<file path="src/rtl/core/dshot_ft_pkg.sv">
// ----------------------------------------------------------------------------
// DShot frame transmitter package
// Shared types, register indexes, item codes and the frame encoder.
// ----------------------------------------------------------------------------
package dshot_ft_pkg;

  localparam int unsigned DefaultChannels = 4;
  localparam int unsigned PinW            = 4;
  localparam int unsigned FrameW          = 16;
  localparam int unsigned ThrottleW       = 11;
  localparam int unsigned CfgIndexW       = 3;
  localparam int unsigned CfgDataW        = 16;

  localparam logic [CfgIndexW-1:0] RegBitPeriod    = 3'd0;
  localparam logic [CfgIndexW-1:0] RegZeroHigh     = 3'd1;
  localparam logic [CfgIndexW-1:0] RegOneHigh      = 3'd2;
  localparam logic [CfgIndexW-1:0] RegActiveMask   = 3'd3;
  localparam logic [CfgIndexW-1:0] RegArmed        = 3'd4;

  localparam logic [1:0] FuncSetData = 2'd0;
  localparam logic [1:0] FuncTrigger = 2'd1;
  localparam logic [1:0] FuncTick    = 2'd2;

  localparam logic [15:0] BitPeriodReset = 16'd166;
  localparam logic [15:0] ZeroHighReset  = 16'd62;
  localparam logic [15:0] OneHighReset   = 16'd124;

  typedef struct packed {
    logic [1:0]           func;
    logic [1:0]           motor_index;
    logic [ThrottleW-1:0] throttle;
    logic                 telem_req;
  } in_item_t;

  typedef struct packed {
    logic [PinW-1:0] pin_levels;
    logic            busy_res;
    logic            frame_done;
  } out_item_t;

  typedef struct packed {
    logic [15:0]     period_ticks;
    logic [15:0]     zero_high;
    logic [15:0]     one_high;
    logic [PinW-1:0] active_mask;
    logic            armed;
  } seq_cfg_t;

  typedef struct packed {
    logic trigger;
    logic tick;
    logic abort;
  } seq_ctrl_t;

  typedef struct packed {
    logic [PinW-1:0] pins;
    logic            busy;
    logic            done;
  } seq_status_t;

  function automatic logic [FrameW-1:0] make_frame(logic [ThrottleW-1:0] thr, logic tel);
    logic [11:0] payload;
    logic [3:0]  csum;
    payload = {thr, tel};
    csum    = payload[3:0] ^ payload[7:4] ^ payload[11:8];
    return {payload, csum};
  endfunction

endpackage

</file>
<file path="src/rtl/core/dshot_frame_transmitter_unit.sv">
// ----------------------------------------------------------------------------
// DShot frame transmitter unit
// A result is valid in the cycle after its item transfers; one item per cycle unless stalled.
// Each item is processed at its transfer and its result is held in an output
// register; while a result waits, a new item is taken only in the cycle in
// which that result transfers.
// Reset clears the registers to their defaults, the throttles and the timer.
// ----------------------------------------------------------------------------
module dshot_frame_transmitter_unit #(
  parameter int unsigned Channels = dshot_ft_pkg::DefaultChannels
) (
  input  logic                                 clk_i,
  input  logic                                 rst_ni,
  input  logic                                 in_valid_i,
  output logic                                 in_ready_o,
  input  dshot_ft_pkg::in_item_t               in_data_i,
  output logic                                 out_valid_o,
  input  logic                                 out_ready_i,
  output dshot_ft_pkg::out_item_t              out_data_o,
  input  logic                                 cfg_valid_i,
  output logic                                 cfg_ready_o,
  input  logic [dshot_ft_pkg::CfgIndexW-1:0]   cfg_index_i,
  input  logic [dshot_ft_pkg::CfgDataW-1:0]    cfg_data_i
);

  localparam int unsigned Lanes = (Channels < dshot_ft_pkg::PinW) ? Channels
                                                                   : dshot_ft_pkg::PinW;

  dshot_ft_pkg::seq_cfg_t    cfg_q;
  dshot_ft_pkg::seq_ctrl_t   ctrl;
  dshot_ft_pkg::seq_status_t status;
  dshot_ft_pkg::out_item_t   out_data_q;

  logic [Lanes-1:0][dshot_ft_pkg::ThrottleW-1:0] throttle_q;
  logic [Lanes-1:0]                              telem_q;
  logic [Lanes-1:0][dshot_ft_pkg::FrameW-1:0]    frames;

  logic out_valid_q;
  logic in_fire;
  logic cfg_fire;
  logic arm_write;
  logic set_data;

  assign in_ready_o  = !out_valid_q || out_ready_i;
  assign in_fire     = in_valid_i && in_ready_o;
  assign cfg_ready_o = 1'b1;
  assign cfg_fire    = cfg_valid_i;
  assign arm_write   = cfg_fire && (cfg_index_i == dshot_ft_pkg::RegArmed);
  assign set_data    = in_fire && (in_data_i.func == dshot_ft_pkg::FuncSetData);

  assign ctrl.trigger = in_fire && (in_data_i.func == dshot_ft_pkg::FuncTrigger);
  assign ctrl.tick    = in_fire && (in_data_i.func == dshot_ft_pkg::FuncTick);
  assign ctrl.abort   = arm_write && !cfg_data_i[0];

  always_comb begin
    for (int i = 0; i < Lanes; i++) begin
      frames[i] = dshot_ft_pkg::make_frame(throttle_q[i], telem_q[i]);
    end
  end

  dshot_ft_sequencer #(
    .Lanes(Lanes)
  ) u_sequencer (
    .clk_i   (clk_i),
    .rst_ni  (rst_ni),
    .ctrl_i  (ctrl),
    .cfg_i   (cfg_q),
    .frames_i(frames),
    .status_o(status)
  );

  always_ff @(posedge clk_i or negedge rst_ni) begin
    if (!rst_ni) begin
      cfg_q.period_ticks <= dshot_ft_pkg::BitPeriodReset;
      cfg_q.zero_high    <= dshot_ft_pkg::ZeroHighReset;
      cfg_q.one_high     <= dshot_ft_pkg::OneHighReset;
      cfg_q.active_mask  <= '0;
      cfg_q.armed        <= 1'b0;
    end else if (cfg_fire) begin
      unique case (cfg_index_i)
        dshot_ft_pkg::RegBitPeriod:  cfg_q.period_ticks <= cfg_data_i;
        dshot_ft_pkg::RegZeroHigh:   cfg_q.zero_high    <= cfg_data_i;
        dshot_ft_pkg::RegOneHigh:    cfg_q.one_high     <= cfg_data_i;
        dshot_ft_pkg::RegActiveMask: cfg_q.active_mask  <= cfg_data_i[dshot_ft_pkg::PinW-1:0];
        dshot_ft_pkg::RegArmed:      cfg_q.armed        <= cfg_data_i[0];
        default: ;
      endcase
    end
  end

  always_ff @(posedge clk_i or negedge rst_ni) begin
    if (!rst_ni) begin
      throttle_q <= '0;
      telem_q    <= '0;
    end else begin
      for (int i = 0; i < Lanes; i++) begin
        if (set_data && cfg_q.active_mask[i] && (in_data_i.motor_index == 2'(i))) begin
          throttle_q[i] <= in_data_i.throttle;
          telem_q[i]    <= in_data_i.telem_req;
        end
        if (arm_write && cfg_q.active_mask[i]) begin
          throttle_q[i] <= '0;
        end
      end
    end
  end

  always_ff @(posedge clk_i or negedge rst_ni) begin
    if (!rst_ni) begin
      out_valid_q <= 1'b0;
    end else if (in_ready_o) begin
      out_valid_q <= in_valid_i;
    end
  end

  always_ff @(posedge clk_i) begin
    if (in_fire) begin
      out_data_q.pin_levels <= status.pins;
      out_data_q.busy_res   <= status.busy;
      out_data_q.frame_done <= status.done;
    end
  end

  assign out_valid_o = out_valid_q;
  assign out_data_o  = out_data_q;

endmodule

</file>
<file path="src/rtl/core/dshot_ft_sequencer.sv">
// ----------------------------------------------------------------------------
// DShot frame sequencer
// Holds the encoded frame words and the bit timer, and drives the pin levels.
// ----------------------------------------------------------------------------
module dshot_ft_sequencer #(
  parameter int unsigned Lanes = dshot_ft_pkg::DefaultChannels
) (
  input  logic                                  clk_i,
  input  logic                                  rst_ni,
  input  dshot_ft_pkg::seq_ctrl_t               ctrl_i,
  input  dshot_ft_pkg::seq_cfg_t                cfg_i,
  input  logic [Lanes-1:0][dshot_ft_pkg::FrameW-1:0] frames_i,
  output dshot_ft_pkg::seq_status_t             status_o
);

  logic [Lanes-1:0][dshot_ft_pkg::FrameW-1:0] frame_q;
  logic [15:0] tick_q, tick_d;
  logic [4:0]  slot_q, slot_d;
  logic        send_q, send_d;
  logic        start;
  logic        in_data_slot;
  logic [4:0]  pos_full;
  logic [3:0]  pos;
  logic        period_end;

  assign start        = ctrl_i.trigger && cfg_i.armed && !send_q;
  assign in_data_slot = (slot_q >= 5'd1) && (slot_q <= 5'd16);
  assign pos_full     = 5'd16 - slot_q;
  assign pos          = pos_full[3:0];
  assign period_end   = ({1'b0, tick_q} + 17'd1) >= {1'b0, cfg_i.period_ticks};

  always_comb begin
    tick_d        = tick_q;
    slot_d        = slot_q;
    send_d        = send_q;
    status_o.pins = '0;
    status_o.done = 1'b0;
    if (start) begin
      send_d = 1'b1;
      tick_d = '0;
      slot_d = '0;
    end else if (ctrl_i.tick && send_q) begin
      if (in_data_slot) begin
        for (int i = 0; i < Lanes; i++) begin
          if (cfg_i.active_mask[i]) begin
            if (frame_q[i][pos]) begin
              status_o.pins[i] = tick_q < cfg_i.one_high;
            end else begin
              status_o.pins[i] = tick_q < cfg_i.zero_high;
            end
          end
        end
      end
      if (period_end) begin
        tick_d = '0;
        if (slot_q >= 5'd16) begin
          slot_d        = '0;
          send_d        = 1'b0;
          status_o.done = 1'b1;
        end else begin
          slot_d = slot_q + 5'd1;
        end
      end else begin
        tick_d = tick_q + 16'd1;
      end
    end
    if (ctrl_i.abort) begin
      send_d = 1'b0;
      tick_d = '0;
      slot_d = '0;
    end
    status_o.busy = send_d;
  end

  always_ff @(posedge clk_i or negedge rst_ni) begin
    if (!rst_ni) begin
      tick_q <= '0;
      slot_q <= '0;
      send_q <= 1'b0;
    end else begin
      tick_q <= tick_d;
      slot_q <= slot_d;
      send_q <= send_d;
    end
  end

  always_ff @(posedge clk_i) begin
    if (start) begin
      for (int i = 0; i < Lanes; i++) begin
        if (cfg_i.active_mask[i]) begin
          frame_q[i] <= frames_i[i];
        end
      end
    end
  end

endmodule
</file>
<file path="config.mk">
export PLATFORM = sky130hd
export DESIGN_NAME = dshot_frame_transmitter_unit
export DESIGN_NICKNAME = d
export VERILOG_FILES = /design/src/rtl/core/dshot_ft_pkg.sv /design/src/rtl/core/dshot_frame_transmitter_unit.sv /design/src/rtl/core/dshot_ft_sequencer.sv
export SDC_FILE = /design/constraint.sdc
export NUM_CORES = 1
export LEC_CHECK = 0
export BUFFER_PORTS_ARGS = -buffer_cell sky130_fd_sc_hd__buf_2
export CORE_MARGIN = 4
export CORE_UTILIZATION = 41
export CTS_BUF_LIST = sky130_fd_sc_hd__clkbuf_8 sky130_fd_sc_hd__clkbuf_16
export DETAILED_ROUTE_END_ITERATION = 16
export SYNTH_ARGS = -nofsm -noshare
export SYNTH_HDL_FRONTEND = slang
export SYNTH_HIERARCHICAL = 1
export SYNTH_SLANG_ARGS = --single-unit
</file>
<file path="constraint.sdc">
create_clock -name clk_i -period 7.8 [get_ports clk_i]
set_input_delay 1.17 -clock clk_i [delete_from_list [all_inputs] [get_ports clk_i]]
set_output_delay 1.17 -clock clk_i [all_outputs]
set_load 0.03 [all_outputs]
</file>
After elaboration in Yosys (flattened, before gate mapping)
Index checks and enable logic that the tools add are counted.
- memories: 0
- bits in writable memories: 0
- bits in read-only memories: 0
- bits of input ports: 40
- bits in latches: 0
- register bits: 194
- shift operators: 0
- muxes and demuxes: 35
- bitwise gates (word level): 15
- multipliers: 0
- add/sub/neg operators: 4
- magnitude comparators: 7
- divide/modulo/power cells: 0
- reduce and logical (&&, ||, !) cells: 50
- equal/unequal tests: 9
- operator list (cell ; number):
    2-to-1 mux 11 bit ; 8
    2-to-1 mux 16 bit ; 4
    less-than comparator 16 bit ; 2
    bitwise XOR 4 bit ; 8
    2-to-1 mux 5 bit ; 5
    logical AND 1 bit ; 22
    AND reduction 2 bit ; 10
    adder 16 x 1 -> 17 bit (second input constant) ; 1
    >= comparator 17 x 16 -> 1 bit ; 1
    adder 16 x 1 -> 16 bit (second input constant) ; 1
    binary-select mux 1 bit (select 4 bit) ; 4
    OR reduction 4 bit ; 4
    2-to-1 mux 1 bit ; 14
    nonzero test 2 bit ; 4
    inverter 1 bit ; 7
    == test 2 bit (second input constant) ; 3
    == test 3 x 2 -> 1 bit (second input constant) ; 2
    nonzero test 3 bit ; 2
    adder 5 x 1 -> 5 bit (second input constant) ; 1
    >= comparator 5 x 1 -> 1 bit (second input constant) ; 1
    >= comparator 5 bit (second input constant) ; 1
    less-or-equal comparator 5 bit (second input constant) ; 1
    less-than comparator 4 x 5 -> 1 bit (second input constant) ; 1
    == test 2 x 1 -> 1 bit (second input constant) ; 2
    other kinds (8) ; 11

Depth between registers and ports, before layout
- depth after elaboration: 8
- mapped depth: 15
- mapped depth without buffers: 13

Hierarchy
The synthesis kept the hierarchy.
- modules (own cells, without submodules) (module ; sequential area each (µm²) ; instances ; cells each ; area each (µm²)):
    dshot_ft_sequencer ; 2472.4 ; 1 ; 415 ; 5021.1
    dshot_frame_transmitter_unit ; 2750.1 ; 1 ; 291 ; 4379.2

Worst setup path after synthesis
OpenSTA, ideal clock, no wires.
- path kind: reg2reg
- from: register u_sequencer.tick_q[0]
- to: register u_sequencer.tick_q[8]
- library setup time: 0.064 ns
- path slack: 4.304 ns
- arrival: 3.432 ns
- cell stages (with the launch flop): 16
- cells stage by stage: dfrtp_1 > ha_1 > nand3_1 > nor3_1 > nor2_1 > or2_2 > ha_1 > a211o_1 > o211ai_2 > a21oi_2 > o31a_1 > or4_4 > buf_6 > buf_8 > nor3b_2 > a21o_1
- cells in the longest elaborated chain, start to end: 6
- elaborated cells between the ends (all ways): 7
- those cells by class: add/sub (2); order compare (1); mux (4)
- ends and longest elaborated chain (item ; line ; RTL):
    start: declaration ; dshot_ft_sequencer.sv:17 ; logic [15:0] tick_q, tick_d;
    start signal: assignment ; dshot_ft_sequencer.sv:81 ; tick_q <= tick_d;
    adder 16 x 1 -> 17 bit ; dshot_ft_sequencer.sv:30 ; assign period_end = ({1'b0, tick_q} + 17'd1) >= {1'b0, cfg_i.period_ticks};
    >= comparator 17 x 16 -> 1 bit ; dshot_ft_sequencer.sv:30 ;
    2-to-1 mux 16 bit * ; dshot_ft_sequencer.sv:54 ; if (period_end) begin
    2-to-1 mux 16 bit * ; dshot_ft_sequencer.sv:42 ; end else if (ctrl_i.tick && send_q) begin
    2-to-1 mux 16 bit * ; dshot_ft_sequencer.sv:38 ; if (start) begin
    2-to-1 mux 16 bit * ; dshot_ft_sequencer.sv:67 ; if (ctrl_i.abort) begin
Every way passes the cells marked *; elsewhere a longest branch is shown, timed or not. The select of a mux whose other input is x is not followed.
A chain may end at the register's enable or synchronous reset.

Final worst setup path
- from: register u_sequencer.tick_q[0]
- to: register u_sequencer.tick_q[2]
Same word-level chain as after synthesis.

==> flow_metrics.tcl <==
set metrics [dict create \
    slowest_delay_ps 620 \
    path_cells "ha_1 -> nand3_1 -> nor3_1 -> nor2_1 -> or2_2 -> ha_1 -> a211o_1 -> o211ai_2 -> a21oi_2 -> o31a_1 -> or4_4 -> o21ai_0 -> a21o_1" \
    drc_errors 0 \
    hold_path.class "reg -> reg" \
    seq_area_frac_synth_pct 55.6 \
    insertion_delay_ps 430 \
    die-area_sq_um 25400 \
    grt_pass1_wl_mm 33.3 \
    place_hpwl_mm 15.0 \
    syn-cell-area_sq_um 9400 \
    fillCellCount 1984 \
    async_reset_ff_share_pct 63.9 \
    fin_crit_ps 3890 \
    synthFlopType "dfrtp_1" \
    endpoint_kind "flip-flop" \
    synth_edf_count 70 \
    synth-compound-area-share_pct 9.04 \
    setup_viol 0 \
    cts_root_buf "clkbuf_16" \
    hold_violations 0 \
    synthesis.nets 796 \
    synthMuxAreaShare_pct 11.9 \
    synth_cells 706 \
    die_h_um 159 \
    cts_tree "built" \
    postCtsSetupRepairBufs 0 \
    start_util_pct 41.6 \
    layout_common_cells "dfrtp_1, edfxtp_1, mux2_2" \
    rsz0062_at_grt "false" \
    first_pass_iters 5 \
    cp-startpoint "u_sequencer/tick_q[0]$_DFFE_PN0P_" \
    setup_tns_ps 0 \
    placementRows 55 \
    p_per_area_nw_per_um2 258 \
    antenna_found_initial 0 \
    fin_crit_sh_pct 49.8 \
    cts_inserted_buffers 17 \
    diodes 0 \
    layout_commonest_cell "dfrtp_1" \
    worstSetupPathType "reg -> reg" \
    placed_cells 1023 \
    syn_avg_cell_area_sq_um 13.3 \
    drt_iter0_markers 412 \
    max_freq_mhz 257 \
    h-tree-depth 4 \
    synth_top_family_by_area "multiplexers" \
    overflow 0 \
    fin_skew_ps 11.9 \
    gp_congestion 0.861 \
    die_x_um 159 \
    post_cts_resize_count 0 \
    grt_usage_pct 16.8 \
    clk_pin_slew_worst_paths_ps 70 \
    yosys.area_share.simple_pct 8.93 \
    yosysWarnings 6 \
    via_count 5814 \
    io_pins 49 \
    layout-drive-gt1-share_pct 25.5 \
    cp.required_ps 8160 \
    arrival_ps 4250 \
    syn_to_final_growth_pct 11.7 \
    cts.sinks 194 \
    slowest_stage "or4_4" \
    synth_cell_types 59 \
    grt_max_degree 78 \
    crit_path_end "u_sequencer/tick_q[2]$_DFFE_PN0P_" \
    stdcell_count 1055 \
    final_nets 847 \
    r2r_slack_ps 3910 \
    ir_drop_mv 0.137 \
    clockBufferDepth 2 \
    ant_nets 0 \
    power.leakage_nw 4.58 \
    synth-seq-cells 194 \
    maxCapViolations 0 \
    critical_path.max_fanout 19 \
    start_kind "flip-flop" \
    port_buffers 47 \
    drt-total-wl_mm 20.9 \
    crit_path_frequent_cell "ha_1" \
    run_status "complete, no violations" \
    holdPathStages 0 \
    via_per_inst 5.51 \
    synth_xor_area_share_pct 4.29 \
    fp.coreArea_sq_um 22600 \
    r2r-start "u_sequencer/tick_q[0]$_DFFE_PN0P_" \
    slew-limit-headroom_pct 25.8 \
    grt_pass1_vias 5973 \
    reg2reg_depth 13 \
    wire_per_inst_um 19.8 \
    drv_slew 0 \
    worstMarginPinSlew_ps 1100 \
    hold_buffers 0 \
    synth_fa_ha_area_share_pct 6.66 \
    r2r-end "u_sequencer/tick_q[2]$_DFFE_PN0P_" \
]
registers in the layout (all words and copies together) (netlist names):
signal,flops
out_valid_o,1
out_data_o,6
cfg_q,53
telem_q,4
u_sequencer/send_q,1
u_sequencer/tick_q,16
frames,44
u_sequencer/slot_q,5
u_sequencer/frame_q,64
where the power goes:
| group | switching, mW | internal (mW) |
|---|---|---|
| clock network | 0.422 | 0.442 |
| registers | 0.0991 | 1.20 |
| logic | 0.266 | 0.281 |
| total | 0.787 | 1.92 |
through the flow:
step / power [mW] / hold WS [ps] / cell area, sq um / utilization (%) / setup slack [ps]
global route: 2.85 / 520 / 10500 / 46.5 / 3590
CTS: 2.74 / 502 / 10500 / 46.5 / 3930
detailed placement: 1.87 / 482 / 9900 / 43.9 / 3950
finish: 2.71 / 504 / 10500 / 46.5 / 3910
floorplan: 1.70 / 462 / 9400 / - / 4300
global placement: 1.85 / 478 / 9900 / 43.9 / 4180
kinds of logic (layout without fill, tap and decap cells):
group,Yosys count,in the layout
other,1,1
muxes,80,80
DFF,194,194
AOI/OAI and AO/OA,108,108
and+or+nand+nor,153,153
adders and majority gates,50,50
xor gates and xnor gates,46,46
buffers and inverters,74,138
worst min-delay path by stage:
stage                                              to                   start  slack (ps)
finish              u_sequencer/frame_q[31]$_DFFE_PP_  frames[31]$_DFFE_PN0P_         500
CTS                 u_sequencer/frame_q[60]$_DFFE_PP_  frames[60]$_DFFE_PN0P_         500
global route        u_sequencer/frame_q[60]$_DFFE_PP_  frames[60]$_DFFE_PN0P_         520
floorplan           u_sequencer/frame_q[20]$_DFFE_PP_  telem_q[1]$_DFFE_PN0P_         460
detailed placement   u_sequencer/frame_q[7]$_DFFE_PP_   frames[7]$_DFFE_PN0P_         480
global placement     u_sequencer/frame_q[9]$_DFFE_PP_   frames[9]$_DFFE_PN0P_         480
area by class of cell:
class / instances / area [sq um] / area share (%)
clock buffer: 18 / 439 / 4.18
tap: 285 / 357 / 3.40
timing repair buffer: 53 / 283 / 2.69
sequential: 194 / 5220 / 49.7
inverter: 53 / 199 / 1.89
clock inverter: 14 / 160 / 1.52
multi-input combinational: 438 / 3840 / 36.6
Yosys cell counts, types with 2 or more instances:
cell | n | area [sq um]
o21ai_0 | 17 | 85.1
xnor2_1 | 38 | 333
nor3b_2 | 4 | 50.1
and2_1 | 4 | 25.0
nor4b_1 | 2 | 17.5
dfstp_2 | 14 | 368
a211oi_1 | 7 | 52.6
nor3_2 | 2 | 20.0
o21ai_2 | 2 | 17.5
mux4_2 | 20 | 450
a22o_1 | 44 | 385
dfrtp_1 | 110 | 2750
and3_1 | 13 | 81.3
inv_1 | 53 | 199
or2_2 | 3 | 18.8
nand2_1 | 50 | 188
o31ai_1 | 2 | 15.0
a21oi_1 | 7 | 35.0
nand4_1 | 6 | 37.5
nor3b_1 | 6 | 45.0
a21o_1 | 8 | 60.1
mux2_2 | 56 | 631
ha_1 | 50 | 626
mux2i_1 | 4 | 40.0
edfxtp_1 | 70 | 2100
nor2_1 | 18 | 67.6
nor2b_1 | 3 | 18.8
xor2_1 | 8 | 70.1
buf_2 | 10 | 50.1
or3_1 | 2 | 12.5
o211ai_1 | 5 | 37.5
clkbuf_1 | 4 | 15.0
a21oi_2 | 3 | 26.3
o2111ai_1 | 2 | 17.5
buf_4 | 3 | 22.5
nand2b_1 | 15 | 93.8
nor3_1 | 7 | 35.0
buf_6 | 3 | 33.8
nor4_1 | 4 | 25.0
nand3_1 | 8 | 40.0
routing by layer:
metal  GRT usage (%)  vias to the layer above  share of wire, %
met3            3.47                       27               3.9
met2            25.9                      138                46
met5               0                        -                 0
met1            24.3                     2955                49
met4            4.50                        0               1.6
li1                -                     2694                 -
critical path, delay by kind of cell (launching register included):
kind                       cells  cell delay [ps]
and+or+nand+nor                5             1730
AOI/OAI and AO/OA              6             1070
adders and majority gates      2              550
DFF                            1              470
No activity file was read; power rests on OpenSTA's default activity.
